## src/rtl/core/gas_pkg.sv

```systemverilog
// shared types, constants and saturation helper for the global alignment score unit
// no dependencies
package gas_pkg;

  localparam int MAX_QUERY = 128;
  localparam int SCORE_W   = 13;
  localparam int CFG_W     = 5;
  localparam int SYM_W     = 8;
  localparam int POS_W     = 16;
  localparam int QLEN_W    = $clog2(MAX_QUERY + 1);

  localparam logic signed [SCORE_W-1:0] SCORE_MAX = 13'sd4095;
  localparam logic signed [SCORE_W-1:0] SCORE_MIN = -13'sd4096;
  localparam logic [POS_W-1:0]          POS_MAX   = '1;

  typedef enum logic [1:0] {
    REG_MATCH    = 2'd0,
    REG_MISMATCH = 2'd1,
    REG_GAP      = 2'd2
  } gas_reg_e;

  typedef enum logic {
    ACT_QUERY  = 1'b0,
    ACT_TARGET = 1'b1
  } gas_act_e;

  typedef struct packed {
    logic signed [CFG_W-1:0] match_score;
    logic signed [CFG_W-1:0] mismatch_score;
    logic signed [CFG_W-1:0] gap_score;
  } gas_cfg_t;

  // wavefront token handed from cell to cell
  typedef struct packed {
    logic                      valid;
    logic                      fresh;     // first target symbol of an alignment
    logic signed [SCORE_W-1:0] left_new;  // new score of the left neighbor
    logic signed [SCORE_W-1:0] diag;      // old score of the left neighbor
  } gas_tok_t;

  function automatic logic signed [SCORE_W-1:0] gas_sat(input logic signed [SCORE_W:0] x);
    logic signed [SCORE_W-1:0] r;
    if (x > (SCORE_W+1)'(SCORE_MAX)) begin
      r = SCORE_MAX;
    end else if (x < (SCORE_W+1)'(SCORE_MIN)) begin
      r = SCORE_MIN;
    end else begin
      r = x[SCORE_W-1:0];
    end
    return r;
  endfunction

endpackage

```

## src/rtl/core/gas_cell.sv

```systemverilog
// one query position of the score row: holds its query symbol and row score
// depends on gas_pkg
module gas_cell (
  input  logic                          clk_i,
  input  logic                          rst_ni,
  input  gas_pkg::gas_cfg_t             cfg_i,
  input  logic [gas_pkg::SYM_W-1:0]     target_sym_i,
  input  logic                          wr_en_i,
  input  logic [gas_pkg::SYM_W-1:0]     wr_sym_i,
  input  gas_pkg::gas_tok_t             tok_i,
  output gas_pkg::gas_tok_t             tok_o
);
  import gas_pkg::*;

  logic [SYM_W-1:0]          qsym_q;
  logic signed [SCORE_W-1:0] score_q;
  logic signed [SCORE_W-1:0] up;
  logic signed [SCORE_W-1:0] new_score;
  logic signed [CFG_W-1:0]   sub_score;
  logic signed [SCORE_W:0]   diag_sum;
  logic signed [SCORE_W:0]   left_sum;
  logic signed [SCORE_W:0]   up_sum;
  logic signed [SCORE_W:0]   best;
  gas_tok_t                  tok_d;
  gas_tok_t                  tok_q;

  always_comb begin
    up        = tok_i.fresh ? gas_sat((SCORE_W+1)'(tok_i.diag) + (SCORE_W+1)'(cfg_i.gap_score))
                            : score_q;
    sub_score = (qsym_q == target_sym_i) ? cfg_i.match_score : cfg_i.mismatch_score;
    diag_sum  = (SCORE_W+1)'(tok_i.diag) + (SCORE_W+1)'(sub_score);
    left_sum  = (SCORE_W+1)'(tok_i.left_new) + (SCORE_W+1)'(cfg_i.gap_score);
    up_sum    = (SCORE_W+1)'(up) + (SCORE_W+1)'(cfg_i.gap_score);
    best      = diag_sum;
    if (left_sum > best) best = left_sum;
    if (up_sum > best) best = up_sum;
    new_score = gas_sat(best);
    tok_d.valid    = tok_i.valid;
    tok_d.fresh    = tok_i.fresh;
    tok_d.left_new = new_score;
    tok_d.diag     = up;
  end

  always_ff @(posedge clk_i) begin
    if (wr_en_i) begin
      qsym_q <= wr_sym_i;
    end
    if (tok_i.valid) begin
      score_q <= new_score;
    end
  end

  always_ff @(posedge clk_i or negedge rst_ni) begin
    if (!rst_ni) begin
      tok_q <= '0;
    end else if (tok_i.valid) begin
      tok_q <= tok_d;
    end else begin
      tok_q.valid <= 1'b0;
    end
  end

  assign tok_o = tok_q;

endmodule
```

## config.mk

```make
export PLATFORM = sky130hd
export DESIGN_NAME = gas_cell
export DESIGN_NICKNAME = d
export VERILOG_FILES = /design/src/rtl/core/gas_pkg.sv /design/src/rtl/core/gas_cell.sv
export SDC_FILE = /design/constraint.sdc
export NUM_CORES = 1
export LEC_CHECK = 0
export BUFFER_PORTS_ARGS = -buffer_cell sky130_fd_sc_hd__buf_2
export CAP_MARGIN = 5
export CORE_MARGIN = 2
export CORE_UTILIZATION = 50
export DETAILED_ROUTE_END_ITERATION = 8
export PLACE_DENSITY = 0.72
export SLEW_MARGIN = 20
export SYNTH_ARGS = -nofsm -noshare
export SYNTH_HDL_FRONTEND = slang
export SYNTH_SLANG_ARGS = --single-unit
export TNS_END_PERCENT = 20
```

## constraint.sdc

```tcl
create_clock -name clk_i -period 14.1 [get_ports clk_i]
set_clock_uncertainty 0.1 [all_clocks]
set_input_delay 0.705 -clock clk_i [delete_from_list [all_inputs] [get_ports clk_i]]
set_output_delay 0.705 -clock clk_i [all_outputs]
set_load 0.03 [all_outputs]
```

==> metrics.yaml <==
outcome:
  outcome: "finished, final reports clean"
synthesis:
  yosysMostFrequentCell: "ha_1"
  syn_inst: 667
  synth_top_family_by_area: "compound AO/OA/AOI/OAI gates"
  synthXorXnorAreaFrac_pct: 6.967
  ys_types: 71
  ys_ff_latch: 49
  synthesis.area_mm2: 0.005747
  synthTopCellsByArea: "ha_1 (17%), dfrtp_1 (12%), edfxtp_1 (11%)"
  synth_compound_area_share_pct: 23.93
  synth_top_area_share_pct: 17.20
  synth_edf_count: 21
  ys.flop_type: "dfrtp_1"
  yosysSeqAreaShare_pct: 23.17
  async_flop_share_pct: 57.14
  synth_top_area_cell: "ha_1"
  yosysWarnings: 0
  synth-adder-area-share_pct: 19.99
  synth-simple-area-share_pct: 16.50
  syn_nets: 812
  synth_commonest_cells: "ha_1 (79), nand2_1 (52), o21ai_0 (51), a21oi_1 (50), nor2_1 (46)"
  synth_area_per_cell_um2: 8.616
  muxShareOfSynthArea_pct: 5.247
floorplan:
  core_mm2: 0.01132
  pin_count: 90
  rows: 39
  die_area_mm2: 0.01237
  start_util_pct: 50.76
  die_y_um: 111.2
  die_x_um: 111.2
sta:
  fin_crit_ns: 8.728
  relSlewSlack_pct: 49.92
  setup_violations: 0
  finalHoldViolations: 0
  fin_crit_sh_pct: 61.90
  rsz0062_at_grt: "no"
  setup_tns_ns: 0
  fmaxAchievable_ghz: 0.1146
  tightest_slew_ns: 0.7511
  drv_slew: 0
grt:
  grt_pass1_vias: 5213
  overflow: 0
  grt_max_degree: 54
  grt_first_pass_wirelength_um: 25680
  grt_antenna_before_repair: 0
  grt_use_total_pct: 25.46
job:
  maxCapViolCount: 0
power_and_ir_drop:
  p_leak_nw: 3.023
  ir_drop_mv: 0.1294
  cellPowerDensity_mw_per_mm2: 198.2
place:
  hpwlAfterDp_um: 12790
  dp.cells: 883
  numPortBuffers: 89
  gp_congestion: 0.9385
route:
  wl_per_cell_um: 17.57
  drcViolationCount: 0
  firstDrtPassIters: 7
  vias: 5287
  vias_per_cell: 5.934
  ant_nets: 0
  drt_iter0_drc: 326
  wl_um: 15650
finish:
  instances_no_fill: 891
  nNetsFinal: 892
  utilization_pct: 57.18
  drive_gt1_share_pct: 17.78
  area_growth_pct: 12.65
  fillers: 1034
  num_antenna_cells: 0
setup_path:
  r2r_slack_ns: 5.71
  path_max_fanout: 18
  cpMostUsedCell: "o21ai_0"
  crit_path_end_kind: "flop"
  start_kind: "input port"
  rr_endpoint: "score_q[1]$_DFFE_PP_"
  crit_type: "input port to flop"
  max_stage_delay_ns: 0.65
  rr_worst_depth: 27
  slowest_stage: "o32ai_4"
  critPathRequiredTime_ns: 14.03
  crit_arrival_ns: 8.66
  r2r_start: "qsym_q[3]$_DFFE_PP_"
clock_tree:
  tritoncts: "done"
  root_buffer: "clkbuf_16"
  cts-resized-gates: 0
  postCtsSetupRepairBufs: 0
  htreeDepth: 2
  cts_sinks: 49
  clk_latency_ns: 0.29
  hold_buffers: 0
  cts_buffer_depth: 2
  cts.clk_slew.worst_paths_ns: 0.08
  cts_buffers: 5
min_path:
  hp-class: "input port to async pin"
-- worst max-delay path by stage --
stage / end / startpoint / slack [ns]
after floorplan: score_q[1]$_DFFE_PP_ / target_sym_i[7] / 6.58
after global placement: score_q[6]$_DFFE_PP_ / cfg_i[1] / 5.16
after detailed placement: score_q[6]$_DFFE_PP_ / cfg_i[0] / 4.97
after CTS: score_q[6]$_DFFE_PP_ / cfg_i[0] / 5.22
after global routing: score_q[1]$_DFFE_PP_ / cfg_i[0] / 4.67
final: score_q[1]$_DFFE_PP_ / cfg_i[0] / 5.37
-- sequential cells by signal, summed over array words and instances, names as in the netlist --
signal	count
tok_o	28
score_q	13
qsym_q	8
-- power breakdown --
group	leakage (nW)	internal (mW)	switching, mW
clock network	0.0824	0.0770	0.0555
registers	0.530	0.224	0.0240
logic	2.41	0.353	0.549
total	3.02	0.654	0.629
-- logic make-up (layout without fill, tap and decap cells) --
| logic type | after synthesis | in the layout |
|---|---|---|
| AO/OA/AOI/OAI | 206 | 206 |
| XOR/XNOR | 44 | 44 |
| adder cells (fa/ha/maj) | 91 | 91 |
| buffers and inverters | 60 | 141 |
| flip-flops | 49 | 49 |
| multiplexers | 27 | 27 |
| AND/OR/NAND/NOR | 190 | 190 |
-- through the flow --
step                      hold slack (ns)  power (mW)  cell area (um^2)  setup slack [ns]
after floorplan                    0.3094      0.9242              5747             6.577
after detailed placement           0.3899       1.135              6306             4.965
after CTS                          0.3597       1.274              6470             5.220
final                              0.3327       1.283              6474             5.372
after global placement             0.3864       1.120              6306             5.158
after global routing               0.3994       1.383              6474             4.673
-- cell usage in the layout, fill, tap and decap left out, drive strengths merged, types with 12 or more instances in the layout --
master / synthesis / layout
mux2i: 12 / 12
mux2: 15 / 15
nand2: 52 / 52
ha: 79 / 79
inv: 41 / 42
nor2b: 14 / 14
edfxtp: 21 / 21
nor2: 46 / 46
nand2b: 24 / 24
a21oi: 52 / 52
o21ai: 55 / 55
xor2: 18 / 18
a21o: 15 / 15
buf: 8 / 92
xnor2: 26 / 26
dfrtp: 28 / 28
-- per-layer routing --
metal / global-route usage [%] / wire length [um] / up-vias
met5: 0 / 0 / -
met4: 10.62 / 622 / 0
met3: 4.155 / 760 / 38
met2: 43.17 / 7372 / 156
met1: 32.19 / 6898 / 2468
li1: - / - / 2625
-- area by class of cell --
type	count	area (um^2)	area share, %
Multi-Input combinational cell	558	4178	64.53
Inverter	41	153.9	2.377
Tap cell	143	178.9	2.764
Clock inverter	2	13.76	0.2126
Sequential cell	49	1331	20.56
Timing Repair Buffer	92	467.9	7.228
Clock buffer	6	150.1	2.319
-- critical path: cells and delay by family --
| family | cells | cell delay [ns] |
|---|---|---|
| XOR/XNOR | 1 | 0.50 |
| multiplexers | 1 | 0.41 |
| AND/OR/NAND/NOR | 6 | 1.40 |
| buffers and inverters | 2 | 0.19 |
| AO/OA/AOI/OAI | 14 | 4.21 |
| adder cells (fa/ha/maj) | 4 | 1.23 |
No activity file was read; power rests on OpenSTA's default activity.
